==> src/rtl/lsvm_pkg.sv <==
// Shared types, constants and the saturation helper of the linear SVM trainer.
`timescale 1ns / 1ps

package lsvm_pkg;

    localparam int DATA_W    = 16;   // feature width, signed Q7.8
    localparam int WEIGHT_W  = 32;   // weight and bias width, signed Q15.16
    localparam int CFG_W     = 16;   // step size and lambda width, unsigned Q0.16
    localparam int COEF_W    = 25;   // shrink coefficient, unsigned Q1.24
    localparam int PROD_W    = WEIGHT_W + DATA_W;          // w*x, Q.24
    localparam int SHRINK_W  = WEIGHT_W + COEF_W + 1;      // w*c, Q.40
    localparam int DTERM_W   = CFG_W + DATA_W + 2;         // step*x with rounding headroom
    localparam int WIDE_W    = 64;
    localparam int CFG_IDX_W = 1;
    localparam int OUT_DATA_W = 40;  // 35 field bits padded to whole bytes

    localparam logic [CFG_IDX_W-1:0] REG_STEP_SIZE      = 1'b0;
    localparam logic [CFG_IDX_W-1:0] REG_REGULARIZATION = 1'b1;

    localparam logic [CFG_W-1:0] STEP_RESET   = 16'd655;
    localparam logic [CFG_W-1:0] LAMBDA_RESET = 16'd655;

    localparam logic signed [WEIGHT_W-1:0] ONE_Q16     = 32'sd65536;
    localparam logic signed [WEIGHT_W-1:0] NEG_ONE_Q16 = -32'sd65536;

    localparam logic [1:0] LABEL_POS = 2'b01;
    localparam logic [1:0] LABEL_NEG = 2'b11;

    localparam logic REQ_TRAIN    = 1'b0;
    localparam logic REQ_CLASSIFY = 1'b1;

    typedef enum logic [1:0] {
        ST_IDLE,
        ST_MUL,
        ST_SUM,
        ST_UPD
    } state_t;

    // Control handed from the sequencer to every lane.
    typedef struct packed {
        logic load;       // capture the feature of an accepted transaction
        logic mul;        // form the lane products
        logic upd;        // write the new weight
        logic viol;       // margin violated, add the data term
        logic label_pos;  // label +1 when set, -1 otherwise
    } lane_ctrl_t;

    // Clip a wide signed value to the 32-bit signed range.
    function automatic logic signed [WEIGHT_W-1:0] sat32(input logic signed [WIDE_W-1:0] v);
        logic signed [WIDE_W-1:0] hi;
        logic signed [WIDE_W-1:0] lo;
        hi = 64'sh0000_0000_7FFF_FFFF;
        lo = -64'sh0000_0000_8000_0000;
        if (v > hi)
            return 32'sh7FFF_FFFF;
        else if (v < lo)
            return 32'sh8000_0000;
        else
            return v[WEIGHT_W-1:0];
    endfunction

endpackage

==> src/rtl/lsvm_merge.sv <==
// Merging stage: sums the lane products and the bias into the decision value.
`timescale 1ns / 1ps

module lsvm_merge
    import lsvm_pkg::*;
#(
    parameter int FEATURES = 4
)
(
    input  logic                       clk,
    input  logic                       en,
    input  logic signed [PROD_W-1:0]   prod [FEATURES],
    input  logic signed [WEIGHT_W-1:0] bias,
    output logic signed [WEIGHT_W-1:0] dec
);

    localparam int ACC_W = PROD_W + $clog2(FEATURES + 1) + 1;

    logic signed [ACC_W-1:0]    acc;
    logic signed [ACC_W-1:0]    rounded;
    logic signed [WEIGHT_W-1:0] dec_reg;

    assign dec = dec_reg;

    always_comb
    begin
        acc = ACC_W'(bias) <<< 8;
        for (int j = 0; j < FEATURES; j++)
            acc = acc + ACC_W'(prod[j]);
        rounded = (acc + ACC_W'(128)) >>> 8;
    end

    always_ff @(posedge clk)
    begin
        if (en)
            dec_reg <= sat32(WIDE_W'(rounded));
    end

endmodule

==> config.mk <==
export PLATFORM = sky130hd
export DESIGN_NAME = lsvm_merge
export DESIGN_NICKNAME = d
export VERILOG_FILES = /design/src/rtl/lsvm_pkg.sv /design/src/rtl/lsvm_merge.sv
export SDC_FILE = /design/constraint.sdc
export NUM_CORES = 1
export LEC_CHECK = 0
export BUFFER_PORTS_ARGS = -buffer_cell sky130_fd_sc_hd__buf_4
export CORE_ASPECT_RATIO = 0.5
export CORE_UTILIZATION = 50
export DETAILED_ROUTE_END_ITERATION = 10
export PLACE_DENSITY = 0.78
export SYNTH_ARGS = -nofsm -noshare
export SYNTH_HDL_FRONTEND = slang
export SYNTH_SLANG_ARGS = --single-unit
==> constraint.sdc <==
create_clock -name clk -period 8.4 [get_ports clk]
set_input_delay 0.84 -clock clk [delete_from_list [all_inputs] [get_ports clk]]
set_output_delay 0.84 -clock clk [all_outputs]
set_load 0.005 [all_outputs]
# Word level (Yosys, flattened, before mapping)
# Index checks and enable logic that the tools add are counted.
dict set report totals {
  register_bits 32
  latchBits 0
  ramBits 0
  mem_bits_ro 0
  in_bits 226
  elab_cells 9
  mem_count 0
}
dict set report op_classes {
  addsub 5
  mul 0
  n_div 0
  order_cmp 2
  n_eq_ne 0
  shifts 0
  mux 1
  bitwise 0
  reduce_logical 0
}
# cell n
set ops {}
lappend ops {{adder 51 x 48 -> 52 bit} 1}
lappend ops {{adder 52 x 9 -> 52 bit (second input constant)} 1}
lappend ops {{adder 50 x 48 -> 51 bit} 1}
lappend ops {{adder 49 x 48 -> 50 bit} 1}
lappend ops {{adder 40 x 48 -> 49 bit} 1}
lappend ops {{> comparator 44 x 32 -> 1 bit (second input constant)} 1}
lappend ops {{less-than comparator 44 x 32 -> 1 bit (second input constant)} 1}
lappend ops {{2-to-1 mux 32 bit} 1}

# Logic depth before layout (Yosys ltp)
# Gate-level depths: netlist of the first run.
dict set report depth {
  ltp_word 7
  mapped_depth 20
  mapped_depth_nobuf 18
}

# Worst setup path after synthesis of the first run
# OpenSTA, ideal clock, no wires.
dict set report synth_path {
  path_kind {input port to flip-flop}
  from {input prod[8] in the netlist's numbering}
  to {register dec_reg[21] (netlist: dec[21]), data pin}
  arrival_time_ns 5.048
  t_required_ns 8.136
  path_slack_ns 3.088
  cell_stages 19
  n_path_buf 1
  cell_sequence {inv_1 > fa_1 > inv_1 > fa_1 > inv_1 > fa_1 > inv_1 > ha_1 > and3_1 > and2_1 > o2111a_1 > a21oi_2 > o31ai_2 > a2111o_1 > o311a_1 > nor4_1 > a41o_2 > buf_6 > o31ai_1}
}
dict set report synth_via {
  elab_chain_cells 4
  word_cells_on_any_way 5
  classes_between {add/sub (2); order compare (2); mux (1)}
}
# element line
set synth_rtl {}
lappend synth_rtl {{from (decl)} lsvm_merge.sv:12} ;# input logic signed [PROD_W-1:0] prod [FEATURES],
lappend synth_rtl {{adder 51 x 48 -> 52 bit *} lsvm_merge.sv:29} ;# acc = acc + ACC_W'(prod[j]);
lappend synth_rtl {{adder 52 x 9 -> 52 bit *} lsvm_merge.sv:30} ;# rounded = (acc + ACC_W'(128)) >>> 8;
lappend synth_rtl {{less-than comparator 44 x 32 -> 1 bit} lsvm_pkg.sv:56} ;# else if (v < lo)
lappend synth_rtl {{2-to-1 mux 32 bit} lsvm_pkg.sv:56}
lappend synth_rtl {{to (signal assigned)} lsvm_merge.sv:36} ;# dec_reg <= sat32(WIDE_W'(rounded));
lappend synth_rtl {{to (decl)} lsvm_merge.sv:21} ;# logic signed [WEIGHT_W-1:0] dec_reg;
# Every way passes the cells marked *; elsewhere a longest branch is shown, timed or not.
# A chain may end at the register's enable or synchronous reset.

# Worst setup path in the final report of the first run
dict set report layout_path {
  from {input prod[26] in the netlist's numbering}
  to {register dec_reg[21] (netlist: dec[21]), data pin}
}
# The elaborated chain is that of the path after synthesis.

==> results.toml, run 1 <==
[routing]
route.vias.total = 7448
finalWirelength_mm = 20.3
via_per_inst = 4.91
ant_nets = 0
first_pass_iters = 5
wl_per_cell_um = 13.4
drcViolationCount = 0
drtIter0Drc = 392

[clocking]
clk_pin_slew_ps = 60
cts_max_path_buffers = 2
root_buffer = "clkbuf_16"
cts_num_sinks = 32
postCtsSetupBuffers = 0
cts_resized = 0
cts_tree = "yes"
cts_buffers = 5
cts_hold_buf = 0
htree_levels = 2

[timing]
period_minus_slack_ps = 6450
fin_worst_hold_slack_ps = 1040
relSlewSlack = 0.306
finalSetupViolations = 0
hold_viol_final = 0
worst_slew_pin_slew_ps = 1040
clock.fmax_mhz = 155
rsz0062_at_grt = "false"
setup_tns_ps = 0
fin_crit_sh = 0.768
maxSlewViolCount = 0

[worst_setup_path]
cp_common_cell = "inv_1"
cp_data_required_time_ps = 8390
path_cells = "buf_4 > inv_1 > fa_1 > inv_1 > fa_1 > inv_1 > fa_1 > inv_1 > ha_1 > nand4_1 > nor4_1 > nand3_1 > a21oi_1 > nor3_1 > xor2_1 > nand4_1 > nor4_1 > a41o_2 > o31ai_1"
crit_family = "adder cells"
critPathLaunchType = "input port"
worstPathArrival_ps = 6440
cp_max_fo = 31
crit_start = "prod[26]"
worst-path-buf-inv = 5
path_class = "in2reg"
critical_path.max_stage_delay_ps = 870
cp-end-kind = "flip-flop"
cpMaxStageDelayCell = "nor4_1"

[cells_and_area]
largest_reg_flops = 32
final_layout_size_suffix_gt1_frac = 0.238
nNetsFinal = 1707
area_growth_pct = 26.2
regArea_um2 = 961
fill_cells = 1473
multi_input_area_mm2 = 0.00582
n_antenna_cell = 0

[synthesis]
yosysSeqAreaShare = 0.113
yosysTopAreaCell = "fa_1"
post_synth.cell_area_avg_um2 = 8.14
synth_top_area_frac = 0.325
ys_types = 65
syn-num-nets = 1462
yosysMostFrequentCell = "inv_1"
synth_edf_count = 32
ys_warn_count = 0
yosys_most_used_dff = "edfxtp_1"
ys_ff_latch = 32
synth.area.top_cells = "fa_1, inv_1, edfxtp_1"
syn_area_mm2 = 0.00850
synthCells = 1044
ys_top_cells_by_count = "inv_1, fa_1, a21oi_1, ha_1, nand2_1"
async_flop_share = 0

[global_route]
grt_overflow = 0
grt_max_degree = 33
grt_pass1_vias = 7343
grt_antenna_before_repair = 0
grt_pass1_wl_mm = 33.5
grt_usage = 0.236

[power]
power_density_mw_per_mm2 = 284
clockPowerShare = 0.059
max-vdd-ir-drop_v = 0.000247
p_leak_nw = 6.12
p_seq_frac = 0.112
switching_share = 0.533
combPwrFrac = 0.829
p_sw_mw = 1.63
p_int_mw = 1.43

[die]
dieArea_mm2 = 0.0176
die_x_um = 186
initial_core_util = 0.515
io_pins = 258
placeableCoreArea_mm2 = 0.0165
num_rows = 33
die_y_um = 94.2

[worst_hold_path]
min_path_type = "in2reg"
worstHoldStart = "en"

[placement]
place_congestion = 0.875
io_buffer_count = 257
dpl.hpwl_mm = 17.9

[status]
status = "finished, final reports clean"

[run]
drv_cap = 0
routing by layer:
layer | track usage | share of wire | vias up
met5 | 0 | 0 | -
met4 | 0.0461 | 0.012 | 0
met3 | 0.0411 | 0.073 | 22
met2 | 0.419 | 0.50 | 254
met1 | 0.306 | 0.42 | 3555
li1 | - | - | 3617
path summary, 6_finish.rpt:
| path | end | slack [ps] | cells after the start |
|---|---|---|---|
| max | dec[21] | 1950 | 19 |
| min | dec[8] | 1040 | 1 |
per-stage QoR:
stage                     instances   util  area, µm²  power, mW  worst slack [ps]
final                          1517  0.650      10700       3.05              1950
after global routing           1517  0.650      10700       3.36              1790
after CTS                      1517  0.650      10700       3.04              2150
after detailed placement       1509  0.642      10600       2.84              1870
after global placement         1509  0.642      10600       2.79              1860
after floorplan                1044      -       8500       2.19              3090
layout make-up:
| cell class | instances | share of cell area |
|---|---|---|
| multi-input combinational | 566 | 0.542 |
| timing repair buffer | 257 | 0.180 |
| inverter | 427 | 0.149 |
| sequential | 32 | 0.0895 |
| tap | 227 | 0.0265 |
| clock buffer | 7 | 0.0124 |
| clock inverter | 1 | 0.000350 |
logic make-up after synthesis:
logic type               synth area share
multiplexers                      0.00118
XOR/XNOR                           0.0402
flip-flops                          0.113
buffers and inverters               0.203
AND/OR/NAND/NOR                    0.0917
AO/OA/AOI/OAI                       0.147
adder cells (fa/ha/maj)             0.404
cells in the final DEF (no fill, tap or decap), types with 4 or more instances in the layout:
| cell type | Yosys | final |
|---|---|---|
| xor2_1 | 21 | 21 |
| o21a_1 | 4 | 4 |
| and2_1 | 6 | 6 |
| fa_1 | 138 | 138 |
| and3_1 | 4 | 4 |
| xnor2_1 | 18 | 18 |
| a211oi_1 | 5 | 5 |
| edfxtp_1 | 32 | 32 |
| buf_4 | 0 | 257 |
| a21oi_1 | 58 | 58 |
| inv_1 | 427 | 427 |
| ha_1 | 54 | 54 |
| nor3_1 | 14 | 14 |
| o211ai_1 | 6 | 6 |
| a21o_1 | 13 | 13 |
| nand4_1 | 18 | 18 |
| a31oi_1 | 6 | 6 |
| nand2_1 | 51 | 51 |
| o31ai_1 | 4 | 4 |
| nor2_1 | 25 | 25 |
| nand3_1 | 8 | 8 |
| o21ai_0 | 21 | 21 |
| clkbuf_16 | 0 | 5 |
| o21ai_1 | 6 | 6 |
| o21ai_2 | 30 | 30 |
power groups by stage:
| stage | clock, mW | combinational [mW] | sequential (mW) |
|---|---|---|---|
| 3_5_place_dp | 0 | 2.49 | 0.346 |
| 6_report | 0.179 | 2.53 | 0.343 |
| 2_1_floorplan | 0 | 1.84 | 0.348 |
| 3_3_place_gp | 0 | 2.45 | 0.344 |
| 4_1_cts | 0.178 | 2.51 | 0.344 |
| 5_1_grt | 0.184 | 2.83 | 0.350 |
(Power assumes the default switching activity.)
==> run 2, diff against run 1 <==
==> constraint.sdc (replaced) <==
create_clock -name clk -period 6 [get_ports clk]
set_input_delay 0.6 -clock clk [delete_from_list [all_inputs] [get_ports clk]]
set_output_delay 0.6 -clock clk [all_outputs]
set_load 0.005 [all_outputs]
==> run 2 against run 1 <==
  * Cell count rose by 0.46%
  * Global-route usage fell by 0.40 points
  * Die area did not move
  * Core utilization rose by 0.47 points
  * Count of clock-buffer cells in the layout did not move
  * Critical path depth rose by 1
  * Routed wire length fell by 2.0%
  * Power rose by 42%
  * Clock power rose by 35%
  * Sequential share of layout area fell by 0.064 points
  * Critical endpoint is now dec[15]
  * Largest cell class unchanged
  * Highest routed layer unchanged
==> results.toml, run 2 (synthesis gave the netlist of run 1 again) <==
[status]
status = "finished, final reports clean"

[placement]
io_buffer_count = 257
dpl.hpwl_mm = 17.9
place_ws_ps = 292
place_congestion = 0.885
placed_area_mm2 = 0.0107
placed_cells = 1516

[timing]
relSlewSlack = 0.601
fin_crit_sh = 0.924
setup_tns_ps = 0
fin_worst_hold_slack_ps = 800
worst_slew_pin_slew_ps = 598
maxSlewViolCount = 0
clock.fmax_mhz = 180
fin_ws_ps = 455
finalSetupViolations = 0
hold_viol_final = 0
period_minus_slack_ps = 5550
rsz0062_at_grt = "false"

[worst_hold_path]
min_to = "dec[2]"
worstHoldStart = "en"
hold_depth = 1
min_path_type = "in2reg"

[cells_and_area]
fin_util = 0.654
area_growth_pct = 27.1
final_area_mm2 = 0.0108
regArea_um2 = 961
multi_input_area_mm2 = 0.00582
largest_reg_flops = 32
nNetsFinal = 1714
final_cell_mix = "inv_1, buf_4, fa_1"
final_layout_size_suffix_gt1_frac = 0.242
fill_cells = 1430
n_antenna_cell = 0
layout_commonest_cell = "inv_1"
instances_no_fill = 1524

[worst_setup_path]
cp_max_fo = 17
cp_data_required_time_ps = 6130
worstPathArrival_ps = 5680
crit_start = "prod[26]"
path_class = "in2reg"
critPathLaunchType = "input port"
cp-end-kind = "flip-flop"

[global_route]
grt_pass1_wl_mm = 33.1
grt_max_degree = 33
grt_usage = 0.232
grt_pass1_vias = 7369
grt_overflow = 0
grt_antenna_before_repair = 0

[routing]
drcViolationCount = 0
ant_nets = 0
route.vias.total = 7421
wl_per_cell_um = 13.0
finalWirelength_mm = 19.9
via_per_inst = 4.87
drtIter0Drc = 397
first_pass_iters = 5

[power]
max-vdd-ir-drop_v = 0.000233
p_leak_nw = 6.16
total_power_mw = 4.33
power_density_mw_per_mm2 = 401

[die]
num_rows = 33
die_y_um = 94.2
die_x_um = 186
io_pins = 258
placeableCoreArea_mm2 = 0.0165
dieArea_mm2 = 0.0176
initial_core_util = 0.515

[clocking]
root_buffer = "clkbuf_16"
clk_pin_slew_ps = 50
cts_buffers = 5
htree_levels = 2
cts_resized = 0
cts_max_path_buffers = 2
cts_num_sinks = 32
cts_tree = "yes"
cts_hold_buf = 0
postCtsSetupBuffers = 0

[run]
drv_cap = 0
[run 2: cell count changes in the layout (fill, tap and decap cells not counted)]
| cell | delta |
|---|---|
| buf_12 | +2 |
| buf_4 | +5 |
[run 2: layout make-up]
cell class / count / share of cell area
Clock buffer: 7 / 0.0123
Clock inverter: 1 / 0.000347
Inverter: 427 / 0.148
Multi-Input combinational cell: 566 / 0.538
Sequential cell: 32 / 0.0889
Tap cell: 227 / 0.0263
Timing Repair Buffer: 264 / 0.186
[run 2: power breakdown]
part	total, mW	leakage (nW)	internal (mW)	switching, mW
clock	0.242	0.0655	0.153	0.0897
sequential	0.479	0.318	0.438	0.0403
combinational	3.61	5.78	1.46	2.15
total	4.33	6.16	2.05	2.28
[run 2: worst max path at each step]
stage	slack, ps	end	depth (start not counted)
2_1_floorplan	930	dec[21]	19
3_3_place_gp	380	dec[6]	20
3_5_place_dp	290	dec[10]	20
4_1_cts	560	dec[15]	20
5_1_grt	190	dec[10]	20
6_report	450	dec[15]	20
[run 2: routing by layer]
| metal | vias to the layer above | wire [µm] | part of all wire | track usage |
|---|---|---|---|---|
| met4 | 0 | 335 | 0.017 | 0.0523 |
| met1 | 3517 | 8520 | 0.43 | 0.308 |
| met3 | 25 | 1300 | 0.065 | 0.0329 |
| met5 | - | 0 | 0 | 0 |
| met2 | 249 | 9700 | 0.49 | 0.405 |
| li1 | 3630 | - | - | - |
[run 2: worst max-delay path, stage by stage]
cell and delay [ps]:
buf_4 70, inv_1 50, fa_1 530, inv_1 60
fa_1 510, inv_1 50, fa_1 490, inv_1 40
ha_1 420, nand4_1 260, nor2_1 340, nand4_1 130
a21oi_1 350, or2_1 250, a41o_1 230, xor2_1 210
nand4_1 130, o41a_2 510, buf_4 250, o21ai_2 170
==> run 3, diff against run 2 <==
--- a/config.mk
+++ b/config.mk
@@ -10,6 +10,7 @@
 export CORE_UTILIZATION = 50
 export DETAILED_ROUTE_END_ITERATION = 10
 export PLACE_DENSITY = 0.78
+export RECOVER_POWER = 100
 export SYNTH_ARGS = -nofsm -noshare
 export SYNTH_HDL_FRONTEND = slang
 export SYNTH_SLANG_ARGS = --single-unit
==> run 3 against run 2 <==
  * The flow now finishes with violations (max-capacitance violations, max-slew violations)
  * Via count barely moved
  * Setup slack got worse by 33 ps
  * Power fell by 2.7%
  * Combinational power shrank 3%
  * Critical path depth unchanged
==> results.toml, run 3 (synthesis gave the netlist of run 1 again) <==
[timing]
maxSlewViolCount = 33
hold_viol_final = 0
setup_tns_ps = 0
worst_slew_pin_slew_ps = 1850
clock.fmax_mhz = 179
fin_ws_ps = 422
period_minus_slack_ps = 5580
finalSetupViolations = 0
fin_crit_sh = 0.930
relSlewSlack = -0.232
rsz0062_at_grt = "false"
fin_worst_hold_slack_ps = 1140

[die]
io_pins = 258
initial_core_util = 0.515
dieArea_mm2 = 0.0176
placeableCoreArea_mm2 = 0.0165
die_x_um = 186
num_rows = 33
die_y_um = 94.2

[cells_and_area]
final_area_mm2 = 0.0107
final_cell_mix = "inv_1, buf_4, fa_1"
instances_no_fill = 1524
nNetsFinal = 1714
layout_commonest_cell = "inv_1"
fin_util = 0.648
n_antenna_cell = 0
fill_cells = 1459
final_layout_size_suffix_gt1_frac = 0.218
area_growth_pct = 25.8
largest_reg_flops = 32

[routing]
finalWirelength_mm = 19.9
route.vias.total = 7415
first_pass_iters = 5
ant_nets = 0
drcViolationCount = 0
drtIter0Drc = 370
via_per_inst = 4.87
wl_per_cell_um = 13.0

[power]
max-vdd-ir-drop_v = 0.000223
total_power_mw = 4.21
power_density_mw_per_mm2 = 394
p_leak_nw = 6.08

[global_route]
grt_usage = 0.232
grt_max_degree = 33
grt_antenna_before_repair = 0
grt_overflow = 0
grt_pass1_wl_mm = 33.1
grt_pass1_vias = 7369

[worst_hold_path]
min_path_type = "in2reg"
worstHoldStart = "bias[31]"

[worst_setup_path]
worstPathArrival_ps = 5710
cp-endpoint = "dec[15]"
path_cells = "buf_4 > inv_1 > fa_1 > inv_1 > fa_1 > inv_1 > fa_1 > inv_1 > ha_1 > nand4_1 > nor2_1 > nand4_1 > a21oi_1 > or2_1 > a41o_1 > xor2_1 > nand4_1 > o41a_2 > buf_4 > o21ai_2"
critical_path.max_stage_delay_ps = 530
critPathLaunchType = "input port"
crit_start = "prod[26]"
cpMaxStageDelayCell = "fa_1"
cp_data_required_time_ps = 6130
cp_max_fo = 17
cp_common_cell = "inv_1"
cp-end-kind = "flip-flop"
path_class = "in2reg"

[placement]
placed_area_mm2 = 0.0107
dpl.hpwl_mm = 17.9
placed_cells = 1516
place_ws_ps = 292
io_buffer_count = 257
place_congestion = 0.885

[clocking]
cts_hold_buf = 0
root_buffer = "clkbuf_16"
cts_num_sinks = 32
cts_buffers = 5
postCtsSetupBuffers = 0
cts_tree = "yes"
clk_pin_slew_ps = 60
cts_resized = 0
htree_levels = 2
cts_max_path_buffers = 2

[run]
drv_cap = 1

[status]
violations = "max-capacitance violations, max-slew violations"
status = "finished with violations"
run 3: cell count changes in the layout (fill, tap and decap cells not counted), sizes merged:
| cell | previous run | this run |
|---|---|---|
| clkbuf | 7 | 40 |
| buf | 264 | 231 |
run 3: metal layers:
metal	wire length, µm	share of wire	vias up	track usage
met2	9680	0.49	240	0.405
li1	-	-	3631	-
met1	8650	0.43	3516	0.308
met3	1220	0.061	28	0.0329
met5	0	0	-	0
met4	345	0.017	0	0.0523
run 3: area by class of cell:
type	instances	area, µm²	share of cell area
Clock inverter	1	3.75	0.000351
Clock buffer	7	133	0.0124
Sequential cell	32	961	0.0898
Multi-Input combinational cell	566	5790	0.541
Tap cell	227	284	0.0266
Timing Repair Buffer	264	1920	0.180
Inverter	427	1600	0.150
run 3: how the worst min path moves through the flow:
| stage | cells after the start | slack [ps] | end |
|---|---|---|---|
| global placement | 1 | 1010 | dec[2] |
| CTS | 1 | 800 | dec[6] |
| detailed placement | 1 | 1010 | dec[2] |
| finish | 4 | 1140 | dec[31] |
| floorplan | 0 | 710 | dec[0] |
| global route | 5 | 1190 | dec[0] |
run 3: power breakdown:
group	total [mW]	leakage, nW	switching, mW	internal (mW)
sequential	0.476	0.318	0.0380	0.438
combinational	3.49	5.69	2.11	1.38
clock	0.245	0.0655	0.0923	0.153
total	4.21	6.08	2.24	1.97
run 3: critical path, delay by kind of cell:
family	cells	cell delay, ps
simple gates	5	1120
compound gates	4	1280
buf+inv	6	520
fa+ha+maj	4	1950
xor+xnor	1	210
